===== config.mk =====
export PLATFORM = sky130hd
export DESIGN_NAME = cae_gain
export DESIGN_NICKNAME = d
export VERILOG_FILES = /design/src/cae_pkg.sv /design/src/cae_gain.sv
export SDC_FILE = /design/constraint.sdc
export NUM_CORES = 2
export LEC_CHECK = 0
export ABC_CLOCK_PERIOD_IN_PS = 8900
export BUFFER_PORTS_ARGS = -buffer_cell sky130_fd_sc_hd__buf_4
export CORE_ASPECT_RATIO = 0.6
export CORE_MARGIN = 5
export CORE_UTILIZATION = 45
export CTS_BUF_LIST = sky130_fd_sc_hd__clkbuf_4 sky130_fd_sc_hd__clkbuf_8
export DETAILED_ROUTE_END_ITERATION = 6
export PLACE_DENSITY = 0.71
export SETUP_SLACK_MARGIN = 0.15
export SLEW_MARGIN = 20
export SYNTH_ARGS = -nofsm -noshare
export SYNTH_HDL_FRONTEND = slang
export SYNTH_SLANG_ARGS = --single-unit

===== constraint.sdc =====
create_clock -name clk -period 8.9 [get_ports clk]
set_input_delay 1.335 -clock clk [delete_from_list [all_inputs] [get_ports clk]]
set_output_delay 1.335 -clock clk [all_outputs]
set_load 0.01 [all_outputs]

===== src/cae_pkg.sv =====
`timescale 1ns / 1ps
`default_nettype none

package cae_pkg;

  // default configuration
  localparam int COORD_WIDTH_DEF  = 24;
  localparam int CORDIC_STEPS_DEF = 20;

  // guard bits added below the coordinates before the passes
  localparam int GUARD_BITS = 16;
  // headroom above the scaled coordinate for abs and cordic growth
  localparam int HEAD_BITS  = 3;

  // angle datapath, degrees with 20 fraction bits
  localparam int ANG_W = 32;

  // result widths
  localparam int AZ_W = 25;
  localparam int EL_W = 23;

  localparam logic signed [ANG_W-1:0] DEG180_Q20 = 32'sd188743680;
  localparam logic [ANG_W-1:0] AZ_MAX  = 32'd23592960;
  localparam logic [ANG_W-1:0] EL_MAX  = 32'd5898240;
  localparam logic [AZ_W-1:0]  AZ_ZERO = 25'd11796480;

  // inverse cordic gain, 30 fraction bits
  localparam int GAIN_W = 30;
  localparam logic [GAIN_W-1:0] INV_GAIN_Q30 = 30'd652032874;
  // split point of the gain multiply into two partial products
  localparam int GAIN_SPLIT = 24;

  // atan(2^-i) in degrees, 20 fraction bits, rounded to nearest
  function automatic logic signed [ANG_W-1:0] atan_q20(input int step);
    logic signed [ANG_W-1:0] t;
    begin
      case (step)
        0:       t = 32'sd47185920;
        1:       t = 32'sd27855475;
        2:       t = 32'sd14718068;
        3:       t = 32'sd7471121;
        4:       t = 32'sd3750058;
        5:       t = 32'sd1876857;
        6:       t = 32'sd938658;
        7:       t = 32'sd469357;
        8:       t = 32'sd234682;
        9:       t = 32'sd117342;
        10:      t = 32'sd58671;
        11:      t = 32'sd29335;
        12:      t = 32'sd14668;
        13:      t = 32'sd7334;
        14:      t = 32'sd3667;
        15:      t = 32'sd1833;
        16:      t = 32'sd917;
        17:      t = 32'sd458;
        18:      t = 32'sd229;
        19:      t = 32'sd115;
        20:      t = 32'sd57;
        21:      t = 32'sd29;
        22:      t = 32'sd14;
        23:      t = 32'sd7;
        24:      t = 32'sd4;
        25:      t = 32'sd2;
        26:      t = 32'sd1;
        default: t = '0;
      endcase
      return t;
    end
  endfunction

endpackage

`default_nettype wire


===== src/cae_gain.sv =====
`timescale 1ns / 1ps
`default_nettype none

// inverse cordic gain: (x * INV_GAIN_Q30) >> 30 for positive x, else zero, two partial products then sum
module cae_gain #(
  parameter int XW     = 43,
  parameter int SIDE_W = 1
) (
  input  wire logic                 clk,
  input  wire logic                 rst_n,
  input  wire logic                 en,
  input  wire logic                 v_i,
  input  wire logic signed [XW-1:0] x_i,
  input  wire logic [SIDE_W-1:0]    side_i,
  output logic                      v_o,
  output logic signed [XW-1:0]      r_o,
  output logic [SIDE_W-1:0]         side_o
);

  localparam int SPLIT = cae_pkg::GAIN_SPLIT;
  localparam int HI_W  = XW - SPLIT;
  localparam int HP_W  = HI_W + cae_pkg::GAIN_W;
  localparam int LP_W  = SPLIT + cae_pkg::GAIN_W;
  localparam int SUM_W = XW + cae_pkg::GAIN_W + 1;

  logic              va_r, vb_r;
  logic              pos_r;
  logic [HP_W-1:0]   hi_r;
  logic [LP_W-1:0]   lo_r;
  logic [SIDE_W-1:0] sidea_r, sideb_r;
  logic signed [XW-1:0] r_r, r_nxt;
  logic [SUM_W-1:0]  sum;

  // stage b: recombine partial products, drop 30 fraction bits
  assign sum = ({{(SUM_W-HP_W){1'b0}}, hi_r} << SPLIT) + {{(SUM_W-LP_W){1'b0}}, lo_r};
  assign r_nxt = pos_r ? sum[XW+cae_pkg::GAIN_W-1:cae_pkg::GAIN_W] : '0;

  always_ff @(posedge clk) begin
    if (!rst_n) begin
      va_r <= 1'b0;
      vb_r <= 1'b0;
    end else if (en) begin
      va_r <= v_i;
      vb_r <= va_r;
    end
  end

  always_ff @(posedge clk) begin
    if (en) begin
      pos_r   <= !x_i[XW-1] && (x_i != '0);
      hi_r    <= HP_W'(x_i[XW-1:SPLIT]) * HP_W'(cae_pkg::INV_GAIN_Q30);
      lo_r    <= LP_W'(x_i[SPLIT-1:0]) * LP_W'(cae_pkg::INV_GAIN_Q30);
      sidea_r <= side_i;
      r_r     <= r_nxt;
      sideb_r <= sidea_r;
    end
  end

  assign v_o    = vb_r;
  assign r_o    = r_r;
  assign side_o = sideb_r;

endmodule

`default_nettype wire


# [Word level (Yosys, flattened, before mapping)]
# Index checks and enable logic that the tools add are counted.
[word_totals] ff_bits=149 out_inout_bits=45 elab_cells=14 input_bits=48
[op_classes] n_reduce_logical=3 n_addsub=1 n_mul=2
[op_table] cell="$add A73 B54 Y73" count=1
[op_table] cell="$mul A24 B29 Y53 const B" count=1
[op_table] cell="$mul A19 B29 Y48 const B" count=1
[op_table] cell="$reduce_bool A43 Y1" count=1
[op_table] cell="$logic_and A1 B1 Y1" count=1
[op_table] cell="$logic_not A1 Y1" count=1

# [Longest topological paths before layout]
[depth] depth_word=2 ltp_mapped=26 mapped_depth_nobuf=26

# [Least setup slack after synthesis]
# Ideal clock, no wire load.
[synth_path] kind="input port to flip-flop" from="input port x_i[6]" to="register lo_r[52], data pin" stages=22 arrival_time_ns=6.973 path_slack_ns=1.665 setup_ns=0.262 n_path_buf=0 cell_sequence="fa_1 inv_1 fa_1 inv_1 fa_1 fa_1 fa_1 fa_1 inv_1 fa_1 inv_1 ha_1 nand3_1 nor3_2 a221oi_1 a31oi_1 o211ai_2 a311o_1 a21o_1 a31o_2 o21bai_1 xor2_1"
[synth_between] elab_chain_cells=1
[synth_lines] element="start: declaration" line_no="cae_gain.sv:13" text="input wire logic signed [XW-1:0] x_i,"
[synth_lines] element="$mul A24 B29 Y53" line_no="cae_gain.sv:52" text="lo_r <= LP_W'(x_i[SPLIT-1:0]) * LP_W'(cae_pkg::INV_GAIN_Q30);"
[synth_lines] element="end signal: assignment" line_no="cae_gain.sv:52"
[synth_lines] element="end: declaration" line_no="cae_gain.sv:29" text="logic [LP_W-1:0] lo_r;"
# Every way passes these cells.
# A chain may end at the register's enable or synchronous reset.

# [Worst setup path in the final report]
# Ends and elaborated chain as after synthesis.

==> results.md <==
- Initial core utilization: a little under half
- Mapped Cells: roughly 2700
- Via density: 5.19
- Worst-path clk slew: about 0.08 ns
- Clock Path Buffers: 2
- Arr. time, crit path: roughly 8.0 ns
- Routed WL: roughly 78 mm
- Xor and xnor area share after synthesis: around 3.1%
- Critical Path Start Type: input pin
- Die height: roughly 200 um
- Core Rows: 70
- DR vias: 18600
- Crit path time final: slightly below 8 ns
- Reported max-cap violation count: 0
- Worst R2R Setup Slack: roughly 5.5 ns
- Main combinational cell family by area after synthesis: adder cells
- Area Overhead vs Synth: 7.31%
- Complex-gate fraction of the synthesized area: a little under a tenth
- Final setup fails: 0
- Remaining Overflow, GRT: 0
- R2R Path Start: hi_r[2]$_DFFE_PP_
- Critical path peak fanout: 7
- Clk Latency, worst-skew pair: 0.48 ns
- RSZ-0062 raised after global routing: no
- CTS root buf: clkbuf_8
- Avg Inst Size Synth: around 10 um2
- Initial antenna violation count: 2
- Reg2reg end: r_o[40]$_SDFFCE_PN0P_
- Yosys top cell by area: fa_1
- Sequential-to-total area share from yosys stat: 13.4%
- Post-synth top area share: a little under two fifths
- DRT Pass-1 Iters: 7
- Critical Path RT: 9.13 ns
- Die X: about 330 um
- Placer Congestion: around 1.0
- Main synth FF type: edfxtp_1
- EDFF count, synth: between 100 and 150
- Mux cell area share after synthesis: less than 1%
- DIE AREA: 67000 um2
- DRC errors left: 0
- Nets: around 3800
- CTS sink cnt: roughly 130
- Setup bufs post-CTS: 0
- Max Freq: approximately 0.13 GHz
- R2R depth: 11
- Synth Area in Simple Gates: 5.06%
- CTS tree: yes
- Fillcell total: ~5600
- Max transition margin: between 40% and 50%
- DP HPWL: roughly 70 mm
- Crit Path Class: input pin to flop
- Hold depth: 0
- Layout cells sized above 1: under 10%
- PortBufs: between 90 and 100
- Core ar.: approximately 61000 um2
- Hold Startpoint: sidea_r$_DFFE_PP_
- WL/cell: ~22 um
- Max Slew Vio Count: 0
- Routed Antenna Nets: 0
- Yosys warns: 0
- CTS resizes: 0
- Hold Path End: side_o$_DFFE_PP_
- Final hold violations: 0
- Worst setup EP type: flop
- GRT Total Usage: a little under a quarter
- Yosys cell types: 75
- First-pass GRT wire length: 119 mm
- Fraction of registers with async set/reset: 0%
- Ports: 93
- Setup TNS: 0 ns
- DRC violation total after the first TritonRoute iteration: between 1500 and 2000
- Vias in the first global route: 18800
- Period utilization: between 80% and 90%
- Synth Area in Adders: between 50% and 60%
- H-Tree Depth: 4
- CTS buffer count: 17
- Synthesis-stage register bit count: 125
- Clk_skew: 0.0176 ns
- Hold slack: approximately 0.42 ns
- Hold Crit Class: flop to flop
- Slew @ Worst Pin: about 0.90 ns
- Outcome: complete, no violations
- Area contributors post-synth: fa_1 37%, ha_1 20%, edfxtp_1 13%
- Mapped Area: 27800 um2
- Syn nets: 3677
- Hold buffers post-CTS: 0
- Largest net degree at the start of global routing: 71
-- per-layer routing --
metal / share of wire (%) / GRT usage, % / up-vias
met2: 34 / 27.1 / 805
met5: 0.27 / 2.25 / -
met1: 50 / 38.4 / 9178
met3: 15 / 14.2 / 38
li1: - / - / 8604
met4: 0.83 / 2.44 / 2
-- worst max-delay path by stage --
stage	startpoint	end	slack, ns	cells past startpoint
floorplan	x_i[6]	lo_r[52]$_DFFE_PP_	1.66	22
global placement	x_i[6]	lo_r[52]$_DFFE_PP_	0.78	23
detailed placement	x_i[6]	lo_r[52]$_DFFE_PP_	0.72	23
CTS	x_i[6]	lo_r[52]$_DFFE_PP_	1.20	23
global route	x_i[22]	lo_r[52]$_DFFE_PP_	0.86	26
finish	x_i[6]	lo_r[52]$_DFFE_PP_	1.12	23
-- state kept, by name (all words and copies together), names as in the netlist --
name	count
lo_r	29
pos_r	1
va_r	1
sidea_r	1
v_o	1
side_o	1
hi_r	48
r_o	43
-- cells by family (layout without fill, tap and decap cells) --
family                     Yosys count  in the layout
adders and majority gates          972            972
AOI/OAI and AO/OA                  364            364
and+or+nand+nor                    262            262
DFF                                125            125
muxes                                7              7
buffers and inverters              829            932
xor gates and xnor gates            98             98
other                                0              1
-- area by class of cell --
cell class	instances	area (um2)	area share [%]
antenna	1	2.50	0.00839
clock buffer	17	234	0.784
clock inverter	15	136	0.457
inverter	805	3020	10.1
multi-input combinational	1703	20900	70.2
sequential	125	3730	12.5
tap	828	1040	3.47
timing repair buffer	95	717	2.40
-- cells in the mapped netlist, types with 11 or more instances --
master,instances
a21o_1,86
a21oi_1,104
a31oi_1,14
and2_1,26
and3_1,12
clkbuf_1,20
edfxtp_1,123
fa_1,518
ha_1,454
inv_1,805
nand2_1,51
nand2b_1,12
nand3_1,31
nand4_1,20
nor2_1,42
nor2b_1,11
nor3_1,11
o211ai_1,18
o21a_1,13
o21ai_0,39
o21bai_1,19
xnor2_1,56
xor2_1,42
-- stage by stage --
step,setup slack (ns),utilization (%),cell area [um2],std cells
detailed placement,0.720,48.2,29400,3556
CTS,1.20,48.8,29800,3588
global placement,0.784,48.2,29400,3556
floorplan,1.66,-,27800,2657
finish,1.12,48.9,29800,3589
global route,0.863,48.9,29800,3588
-- worst max-delay path, stage by stage --
cell and delay, ns:
buf_4 0.16, fa_1 0.57, inv_1 0.07, fa_1 0.52, inv_1 0.07, fa_1 0.65
fa_1 0.48, fa_1 0.52, fa_1 0.54, inv_1 0.06, fa_1 0.48, inv_1 0.04
ha_1 0.34, nand3_1 0.14, nor3_2 0.23, o211ai_1 0.16, a31oi_1 0.38, o211ai_2 0.22
a311o_1 0.34, a21o_1 0.20, a31o_2 0.25, o21bai_1 0.16, xor2_1 0.08
-- cell usage in the layout (no fill, tap or decap), types with 5 or more instances in the layout --
master    count
and3_1       12
o21bai_1     19
xor2_1       42
nor4_1        8
o21ai_0      39
mux2i_1       7
or3_1         7
nor2_1       42
a21oi_1     104
nand4_1      20
fa_1        518
nand3_1      31
nor2b_1      11
a21o_1       86
nand2b_1     12
and2_1       26
clkbuf_8     17
edfxtp_1    123
nor3_1       11
xnor2_1      56
nand2_1      51
inv_1       805
o21a_1       13
a211oi_1      5
and4_1        7
buf_4        94
or2_2         7
ha_1        454
o211ai_1     18
a31oi_1      14
Power is left out: the tool's default activity adds up to more than one toggle a clock period on the data nets, which glitch-free logic cannot reach.
