### config.mk
export PLATFORM = sky130hd
export DESIGN_NAME = cae_cell
export DESIGN_NICKNAME = d
export VERILOG_FILES = /design/src/cae_pkg.sv /design/src/cae_cell.sv
export SDC_FILE = /design/constraint.sdc
export NUM_CORES = 1
export LEC_CHECK = 0
export BUFFER_PORTS_ARGS = -buffer_cell sky130_fd_sc_hd__buf_2
export CORE_MARGIN = 2
export CORE_UTILIZATION = 55
export CTS_CLUSTER_DIAMETER = 50
export DETAILED_ROUTE_END_ITERATION = 12
export GPL_TIMING_DRIVEN = 0
export PLACE_DENSITY = 0.8
export REMOVE_ABC_BUFFERS = 1
export SLEW_MARGIN = 30
export SYNTH_ARGS = -nofsm -noshare
export SYNTH_HDL_FRONTEND = slang
export SYNTH_SLANG_ARGS = --single-unit
### constraint.sdc
create_clock -name clk -period 3.6 [get_ports clk]
set_clock_uncertainty 0.2 [all_clocks]
set_input_delay 0.36 -clock clk [delete_from_list [all_inputs] [get_ports clk]]
set_output_delay 0.36 -clock clk [all_outputs]
set_load 0.02 [all_outputs]
### src/cae_pkg.sv
`timescale 1ns / 1ps
`default_nettype none

package cae_pkg;

  // default configuration
  localparam int COORD_WIDTH_DEF  = 24;
  localparam int CORDIC_STEPS_DEF = 20;

  // guard bits added below the coordinates before the passes
  localparam int GUARD_BITS = 16;
  // headroom above the scaled coordinate for abs and cordic growth
  localparam int HEAD_BITS  = 3;

  // angle datapath, degrees with 20 fraction bits
  localparam int ANG_W = 32;

  // result widths
  localparam int AZ_W = 25;
  localparam int EL_W = 23;

  localparam logic signed [ANG_W-1:0] DEG180_Q20 = 32'sd188743680;
  localparam logic [ANG_W-1:0] AZ_MAX  = 32'd23592960;
  localparam logic [ANG_W-1:0] EL_MAX  = 32'd5898240;
  localparam logic [AZ_W-1:0]  AZ_ZERO = 25'd11796480;

  // inverse cordic gain, 30 fraction bits
  localparam int GAIN_W = 30;
  localparam logic [GAIN_W-1:0] INV_GAIN_Q30 = 30'd652032874;
  // split point of the gain multiply into two partial products
  localparam int GAIN_SPLIT = 24;

  // atan(2^-i) in degrees, 20 fraction bits, rounded to nearest
  function automatic logic signed [ANG_W-1:0] atan_q20(input int step);
    logic signed [ANG_W-1:0] t;
    begin
      case (step)
        0:       t = 32'sd47185920;
        1:       t = 32'sd27855475;
        2:       t = 32'sd14718068;
        3:       t = 32'sd7471121;
        4:       t = 32'sd3750058;
        5:       t = 32'sd1876857;
        6:       t = 32'sd938658;
        7:       t = 32'sd469357;
        8:       t = 32'sd234682;
        9:       t = 32'sd117342;
        10:      t = 32'sd58671;
        11:      t = 32'sd29335;
        12:      t = 32'sd14668;
        13:      t = 32'sd7334;
        14:      t = 32'sd3667;
        15:      t = 32'sd1833;
        16:      t = 32'sd917;
        17:      t = 32'sd458;
        18:      t = 32'sd229;
        19:      t = 32'sd115;
        20:      t = 32'sd57;
        21:      t = 32'sd29;
        22:      t = 32'sd14;
        23:      t = 32'sd7;
        24:      t = 32'sd4;
        25:      t = 32'sd2;
        26:      t = 32'sd1;
        default: t = '0;
      endcase
      return t;
    end
  endfunction

endpackage

`default_nettype wire

### src/cae_cell.sv
`timescale 1ns / 1ps
`default_nettype none

// one cordic vectoring micro-rotation, registered
module cae_cell #(
  parameter int XW     = 43,
  parameter int STEP   = 0,
  parameter int SIDE_W = 1
) (
  input  wire logic                            clk,
  input  wire logic                            rst_n,
  input  wire logic                            en,
  input  wire logic                            v_i,
  input  wire logic signed [XW-1:0]            x_i,
  input  wire logic signed [XW-1:0]            y_i,
  input  wire logic signed [cae_pkg::ANG_W-1:0] a_i,
  input  wire logic [SIDE_W-1:0]               side_i,
  output logic                                 v_o,
  output logic signed [XW-1:0]                 x_o,
  output logic signed [XW-1:0]                 y_o,
  output logic signed [cae_pkg::ANG_W-1:0]     a_o,
  output logic [SIDE_W-1:0]                    side_o
);

  localparam logic signed [cae_pkg::ANG_W-1:0] ATAN_Q20 = cae_pkg::atan_q20(STEP);

  logic                                v_r;
  logic signed [XW-1:0]                x_r, x_nxt;
  logic signed [XW-1:0]                y_r, y_nxt;
  logic signed [cae_pkg::ANG_W-1:0]    a_r, a_nxt;
  logic [SIDE_W-1:0]                   side_r;
  logic signed [XW-1:0]                dx, dy;

  // floor shifts
  assign dx = y_i >>> STEP;
  assign dy = x_i >>> STEP;

  always_comb begin
    if (!y_i[XW-1]) begin
      x_nxt = x_i + dx;
      y_nxt = y_i - dy;
      a_nxt = a_i + ATAN_Q20;
    end else begin
      x_nxt = x_i - dx;
      y_nxt = y_i + dy;
      a_nxt = a_i - ATAN_Q20;
    end
  end

  always_ff @(posedge clk) begin
    if (!rst_n) begin
      v_r <= 1'b0;
    end else if (en) begin
      v_r <= v_i;
    end
  end

  always_ff @(posedge clk) begin
    if (en) begin
      x_r    <= x_nxt;
      y_r    <= y_nxt;
      a_r    <= a_nxt;
      side_r <= side_i;
    end
  end

  assign v_o    = v_r;
  assign x_o    = x_r;
  assign y_o    = y_r;
  assign a_o    = a_r;
  assign side_o = side_r;

endmodule

`default_nettype wire

* Word level (Yosys, flattened, before mapping)
Index checks and enable logic that the tools add are counted.
Storage, ports and cells: register bits after elaboration 120, latch bits 0, bits in writable memories 0, ROM bits 0, output and inout port bits 120, word-level logic and storage cells 13, memories 0
Operators by class: $add $sub $neg 5, multipliers 0, divide/modulo/power cells 0, magnitude comparators 0, equality and inequality tests 0, shifts and indexed selects 0, muxes and demuxes 3, bitwise gates (word level) 0, reduce and logical (&&, ||, !) cells 0
Operator list (count):
- $mux 43 | 2
- $sub 43x43->43 | 2
- $add 43x43->43 | 1
- $add 32x27->32 const B | 1
- $mux 32 | 1
- $sub 32x27->32 const B | 1

* Logic depth before layout (Yosys ltp)
Gate-level depths: netlist (run 1).
depth after elaboration 2, depth in mapped cells 13, depth with buffers taken out 12

* Least setup slack after synthesis (run 1)
No wires, ideal clock.
kind input -> register, start in y_i[42], end reg a_r (netlist bit a_o[30]), data pin, arrival time 2.843 ns, path slack 0.296 ns, stages on the path 13, path buffers 2, path through clkinv_1 > clkbuf_1 > clkbuf_1 > fa_1 > nor2b_1 > o21ai_0 > a21boi_0 > o21ai_0 > a21boi_0 > o21ai_0 > a21boi_0 > nor4_1 > a311o_1
On the way: word-level cells in the longest chain between the ends 1
RTL lines:
- from (decl) | line cae_cell.sv:15 | input wire logic signed [XW-1:0] y_i,
- $mux 32 | line cae_cell.sv:39 | if (!y_i[XW-1]) begin
- net a_nxt, one bit | line cae_cell.sv:30 | logic signed [cae_pkg::ANG_W-1:0] a_r, a_nxt;
- to (signal assigned) | line cae_cell.sv:62 | a_r <= a_nxt;
- to (decl) | line cae_cell.sv:30
The timed path passes the listed nets, and every way through them passes these cells. A chain may end at the register's enable or synchronous reset.

* Worst setup path in the final report (run 1)
start in x_i[1], end reg y_r[39] (netlist: y_o[39]), data pin
On the way: word-level cells in the longest chain between the ends 2, elaborated cells between the ends (all ways) 3
RTL lines:
- from (decl) | line cae_cell.sv:14 | input wire logic signed [XW-1:0] x_i,
- $sub 43x43->43 / $add 43x43->43 (equally long branches) | line cae_cell.sv:41, cae_cell.sv:45
- $mux 43 * | line cae_cell.sv:39
- net y_nxt[39] | line cae_cell.sv:29 | logic signed [XW-1:0] y_r, y_nxt;
- to (signal assigned) | line cae_cell.sv:61 | y_r <= y_nxt;
- to (decl) | line cae_cell.sv:29
Mark *: on every way through the listed nets, which the timed path passes. The rest lies on a longest branch.

==> out/results.tsv, run 1 <==
stage	metric	value	unit
timing	hold_viol_final	0	
critical_path	reg2reg_to	v_o$_SDFFE_PN0P_	
detailed_routing	detail_route.first_pass.iterations	6	
floorplanning	ios	243	
critical_path	critPathRequiredTime	3.57	ns
synthesis	synth_ff_type	edfxtp_1	
timing	rsz0062_at_grt	false	
finish	nNetsFinal	1877	
power	ir_drop	0.266	mV
place	hpwl	29000	um
place	globalplace.congestion	0.984	
global_route	track_usage	0.325	
clock_network	htree_levels	4	
critical_path	worst_setup_path_end_kind	flop	
clock_network	clock_latency	0.43	ns
clock_network	clockBufferDepth	2	
detailed_routing	viasPerCell	6.14	
hold_path	hold_start	a_i[20]	
finish	fin_cells	1903	
synthesis	synth_edf_count	118	
clock_network	cts_tree	yes	
floorplanning	die_h	150	um
synthesis	synth.cells.most_frequent	a21oi_1, ha_1, nor2_1, inv_1, edfxtp_1	
timing	timing.final.crit_share	0.975	
place	place_ws	-0.764	ns
critical_path	crit_type	in -> reg	
clock_network	cts_root_buf	clkbuf_16	
hold_path	hold_path_end	a_o[20]$_DFFE_PP_	
synthesis	synth-seq-cells	119	
timing	setup_ws	0.0886	ns
detailed_routing	drc_errors	0	
synthesis	synth.distinct_cells	89	
clock_network	clk_pin_slew	0.06	ns
detailed_routing	route.vias.total	11700	
place	dp_cells	1845	
critical_path	cpPeakStageDelay	0.49	ns
clock_network	cts_made_buffers	17	
timing	max-slew-margin-rel	0.547	
timing	slew_violations	0	
global_route	grt.overflow.total	0	
synthesis	async_flop_share	0	
hold_path	hold_path.class	in -> reg	
floorplanning	fp.dieArea	22600	um^2
critical_path	crit_path_max_fanout	5	
floorplanning	start_util	0.561	
detailed_routing	routed_wl	37900	um
critical_path	worstPathArrival	3.48	ns
synthesis	syn_avg_cell_area	8.51	um^2
critical_path	reg2reg_slack	2.24	ns
status	status	complete, no violations	
synthesis	synth_top_area_share	0.301	
global_route	use_met3	0.0715	
synthesis	netlist_area	11800	um^2
global_route	grt.busiest_layer	met2	
power	p_total	5.99	mW
timing	worstMarginPinSlew	0.673	ns
global_route	grt.met1_usage	0.413	
synthesis	yosysTopAreaCell	edfxtp_1	
global_route	grt_use_met2	0.534	
synthesis	synthCells	1386	
timing	min_period	3.51	ns
synthesis	yosys-top-cells-area	edfxtp_1, ha_1, a21oi_1	
place	portBuffers	242	
critical_path	startpoint_type	input pin	
floorplanning	fp.dieW	150	um
timing	clock.fmax	0.285	GHz
critical_path	slowest_stage	a2111oi_4	
critical_path	cp_cell_sequence	buf_2 > inv_1 > ha_1 > nor2b_1 > o311ai_2 > a21oi_1 > nand3_1 > a2111oi_4 > nor3_1 > o41ai_1 > a21oi_1 > xor2_1	
critical_path	timing.critical_path.mode_cell	a21oi_1	
synthesis	yosys_warnings	0	
global_route	antenna_found_initial	0	
global_route	grt_pass1_wl	57100	um
critical_path	ff2ff_path_depth	3	
finish	drive_above_1_share	0.195	
detailed_routing	routedWlPerCell	19.9	um
job	cap_violations	0	
detailed_routing	ant_nets	0	
clock_network	clock_sinks	119	
power	pwr_density_cell	424	nW/um^2
timing	finalSetupViolations	0	
finish	area_growth	19.7	%
floorplanning	row_count	53	
power	p_leak	6.14	nW
detailed_routing	drt_iter0_drc	1184	
floorplanning	coreArea	21000	um^2
global_route	grt_max_degree	78	
synthesis	yosysMostFrequentCell	a21oi_1	
global_route	grt_pass1_vias	11000	
synthesis	yosysSeqAreaShare	0.302	
hold_path	holdPathStages	2	
critical_path	regToRegStartpoint	v_o$_SDFFE_PN0P_	
[flip-flops by register name, summed over array words and instances (netlist names)]
name    flops
v_o         1
a_o        32
x_o        43
y_o        42
side_o      1
[through the flow]
stage               instance area, um^2  setup TNS (ns)   util  hold slack, ns
finish                            14100               0  0.671          0.0565
global route                      14100               0  0.671          0.0571
floorplan                         11500          -0.568      -           0.259
CTS                               14000               0  0.668          0.0458
detailed placement                13200           -5.75  0.626           0.306
global placement                  13100         -106.47  0.622           0.301
[power by group]
| group | switching, mW | leakage (nW) | total [mW] | internal, mW |
|---|---|---|---|---|
| sequential | 0.0565 | 1.16 | 1.86 | 1.81 |
| combinational | 1.44 | 4.67 | 2.21 | 0.766 |
| clock | 0.739 | 0.313 | 1.92 | 1.18 |
| total | 2.24 | 6.14 | 5.99 | 3.75 |
[area by class of cell]
type	count	area, um^2
clock buffer	17	425
inverter	137	541
timing repair buffer	269	1540
multi-input combinational	1070	7480
sequential	119	3560
fill	1750	6910
tap	275	344
clock inverter	15	216
antenna	1	2.50
[worst max path at each step]
stage,from,cells after the start,end
after CTS,y_i[42],13,a_o[30]$_DFFE_PP_
final,x_i[1],12,y_o[39]$_DFFE_PP_
after detailed placement,y_i[42],13,a_o[30]$_DFFE_PP_
after global routing,x_i[8],12,x_o[40]$_DFFE_PP_
after global placement,y_i[42],12,a_o[30]$_DFFE_PP_
after floorplan,y_i[42],11,a_o[30]$_DFFE_PP_
[cell usage in the layout (no fill, tap or decap), drive strengths merged, types with 19 or more instances in the layout]
cell         netlist  layout
buf               31     245
a21oi            186     186
inv              132     138
ha               136     136
nor2             136     136
edfxtp           118     118
o21ai            103     103
xnor2             74      74
nand2             67      67
o21bai            33      33
nor3              30      30
a211oi            24      24
dlygate4sd3        0      23
nand3             22      22
nor2b             21      21
o31ai             19      19
[logic make-up after synthesis]
| kind of cell | Yosys count | synth area share |
|---|---|---|
| AND/OR/NAND/NOR | 338 | 0.134 |
| flip-flops | 119 | 0.302 |
| buffers and inverters | 197 | 0.0658 |
| multiplexers | 17 | 0.0145 |
| AO/OA/AOI/OAI | 487 | 0.267 |
| XOR/XNOR | 88 | 0.0654 |
| adder cells (fa/ha/maj) | 140 | 0.151 |
[worst max-delay path: cells and delay by family]
kind	cells	cell delay [ns]
xor gates and xnor gates	1	0.16
and+or+nand+nor	3	0.65
AOI/OAI and AO/OA	5	1.68
adders and majority gates	1	0.34
buffers and inverters	2	0.27
[layer usage]
metal / part of all wire / routed length, um
met1: 0.41 / 15400
met2: 0.46 / 17400
met3: 0.097 / 3680
met4: 0.037 / 1380
met5: 0 / 0
[what timing repair did]
| action | in CTS | in global routing |
|---|---|---|
| pin swaps | 0 | 1 |
| buffers inserted | 0 | 1 |
| hold buffers | 23 | 0 |
| setup endpoints to repair | 2 | 17 |
| hold endpoints to repair | 22 | 0 |
| gates cloned | 0 | 1 |
| resized for setup | 2 | 6 |
(Power assumes the default switching activity.)
==> inputs of run 2 (changes only) <==
Settings changed: MAX_ROUTING_LAYER set to met4.
==> out/results.tsv, run 2 (synthesis gave the netlist of run 1 again) <==
stage	metric	value	unit	change
clock_network	clock_sinks	119		unchanged
finish	drive_above_1_share	0.196		+0.000361
finish	layout_commonest_cell	buf_2		
power	ir_drop	0.338	mV	+27%
floorplanning	fp.dieW	150	um	unchanged
timing	slew_violations	0		unchanged
detailed_routing	wl_met1	16300	um	+5.9%
place	portBuffers	242		unchanged
timing	clock.fmax	0.283	GHz	-0.56%
power	sequentialPowerShare	0.319		+0.008
detailed_routing	wl_met3	3100	um	-16%
floorplanning	fp.dieArea	22600	um^2	unchanged
critical_path	ff2ff_path_depth	2		-1
power	switchingPower	2.24	mW	+0.21%
detailed_routing	ant_nets	0		unchanged
finish	seq_area	3560	um^2	unchanged
detailed_routing	route.vias.total	11600		-0.45%
clock_network	cts_made_buffers	17		unchanged
critical_path	cpPeakStageDelay	0.45	ns	-0.04 ns
clock_network	cts_setup_buffers	0		unchanged
finish	multi_input_area	7500	um^2	+0.27%
job	cap_violations	0		unchanged
hold_path	holdPathStages	3		+1
detailed_routing	detail_route.first_pass.iterations	5		-1
floorplanning	start_util	0.561		unchanged
timing	hold_viol_final	0		unchanged
global_route	grt_max_degree	77		-1.3%
timing	worstMarginPinSlew	0.719	ns	+0.0455 ns
clock_network	htree_levels	4		unchanged
critical_path	crit_path_max_fanout	5		unchanged
global_route	grt.overflow.total	0		unchanged
hold_path	hold_path.class	in -> reg		
detailed_routing	routedWlPerCell	20.2	um	+1.7%
power	power_frac_clock	0.301		-0.019
detailed_routing	highest_layer	met4		
power	pwr_density_cell	416	nW/um^2	-1.9%
clock_network	clock_latency	0.43	ns	about the same
power	combPwrFrac	0.380		+0.011
clock_network	cts_tree	yes		
detailed_routing	viasPerCell	6.12		-0.24%
detailed_routing	routed_wl	38400	um	+1.5%
detailed_routing	met2_length	17900	um	+2.5%
floorplanning	ios	243		unchanged
place	globalplace.congestion	0.994		+1.0%
power	p_sw_frac	0.384		+0.0104
power	internal_power	3.60	mW	-4.1%
critical_path	startpoint_type	input pin		
global_route	track_usage	0.342		+0.0178
finish	num-fill-cells	1777		+1.5%
timing	tns	0	ns	unchanged
finish	nNetsFinal	1874		-0.16%
timing	rsz0062_at_grt	false		
finish	layout_common_cells	buf_2, a21oi_1, nor2_1, ha_1, inv_1		
timing	max-slew-margin-rel	0.518		-0.0285
critical_path	critPathRequiredTime	3.66	ns	+0.09 ns
clock_network	cts_root_buf	clkbuf_16		
clock_network	clk_pin_slew	0.06	ns	about the same
global_route	antenna_found_initial	0		unchanged
floorplanning	die_h	150	um	unchanged
clock_network	clockBufferDepth	2		unchanged
floorplanning	row_count	53		unchanged
status	status	complete, no violations		
critical_path	crit_type	in -> reg		
timing	min_period	3.53	ns	+0.0196 ns
timing	timing.hold.ws	0.0636	ns	+0.00708 ns
finish	n_antenna_cell	0		-1
power	p_leak	6.10	nW	-0.71%
timing	finalSetupViolations	0		unchanged
detailed_routing	drt_iter0_drc	1192		+0.68%
finish	largest_register_ffs	43		unchanged
critical_path	worstPathArrival	3.59	ns	+0.11 ns
critical_path	worst_setup_path_end_kind	flop		
finish	area_growth	18.9	%	
detailed_routing	drc_errors	0		unchanged
finish	postLayoutCoreUtil	0.667		-0.00428
timing	timing.final.crit_share	0.981		+0.00545
global_route	grt_pass1_vias	10900		-0.73%
critical_path	cp_cell_sequence	buf_2 > ha_1 > fa_1 > nor3b_1 > o31ai_2 > a21oi_2 > o31ai_1 > nand3_1 > a31oi_2 > o21ai_1 > a21oi_1 > xor2_1		
place	hpwl	29600	um	+2.3%
critical_path	slowest_stage	a31oi_2		
global_route	grt_pass1_wl	58400	um	+2.3%
floorplanning	coreArea	21000	um^2	unchanged
run 2: cell types whose count changed in the layout (fill, tap and decap cells not counted), sizes merged:
cell,previous run,this run
buf,245,244
bufinv,4,2
clkinv,9,12
diode,1,0
dlygate4sd3,23,22
inv,138,136
run 2: worst max-delay path: cells and delay by family:
| kind | cells | cell delay (ns) |
|---|---|---|
| AOI/OAI and AO/OA | 6 | 1.82 |
| adders and majority gates | 2 | 0.65 |
| and+or+nand+nor | 2 | 0.42 |
| xor gates and xnor gates | 1 | 0.21 |
| buffers and inverters | 1 | 0.12 |
run 2: metal layers:
layer  vias to the layer above  global-route usage
met3                        98              0.0488
met1                      5468               0.440
met2                       600               0.556
met5                         -                   -
li1                       5456                   -
met4                         0               0.116
run 2: final timing paths:
path	slack, ns	startpoint	end
worst max-delay path	0.07	x_i[0]	x_o[38]$_DFFE_PP_
worst min-delay path	0.06	v_i	v_o$_SDFFE_PN0P_
worst max register to register	2.72	v_o$_SDFFE_PN0P_	v_o$_SDFFE_PN0P_
worst min register to register	0.39	v_o$_SDFFE_PN0P_	v_o$_SDFFE_PN0P_
run 2: stage by stage:
step | cell area (um^2) | setup WS (ns) | power, mW | instances
floorplan | 11500 | -0.393 | 3.29 | 1326
global placement | 13100 | -4.02 | 3.99 | 1843
detailed placement | 13200 | -0.717 | 4.02 | 1845
CTS | 14000 | 0.0367 | 5.80 | 1899
global route | 14000 | 0.00888 | 6.09 | 1899
finish | 14000 | 0.0690 | 5.84 | 1899
run 2: power by group through the flow:
stage,Combinational (mW),Sequential [mW],Clock [mW]
after floorplan,1.12,2.17,0
after detailed placement,2.13,1.89,0
final,2.22,1.86,1.76
after global placement,2.10,1.89,0
after CTS,2.16,1.87,1.77
after global routing,2.38,1.88,1.82
run 2: final cells by class:
| type | count | area share |
|---|---|---|
| clock buffer | 18 | 0.0306 |
| multi-input combinational | 1070 | 0.535 |
| timing repair buffer | 266 | 0.108 |
| sequential | 119 | 0.254 |
| clock inverter | 14 | 0.0106 |
| tap | 275 | 0.0245 |
| inverter | 137 | 0.0376 |
run 2: repair_timing:
| item | CTS | global route |
|---|---|---|
| gates cloned | 0 | 0 |
| gates resized for setup | 2 | 11 |
| pin swaps | 0 | 0 |
| setup endpoints to repair | 1 | 9 |
| hold buffers | 22 | 0 |
| endpoints found under the hold margin | 22 | 0 |
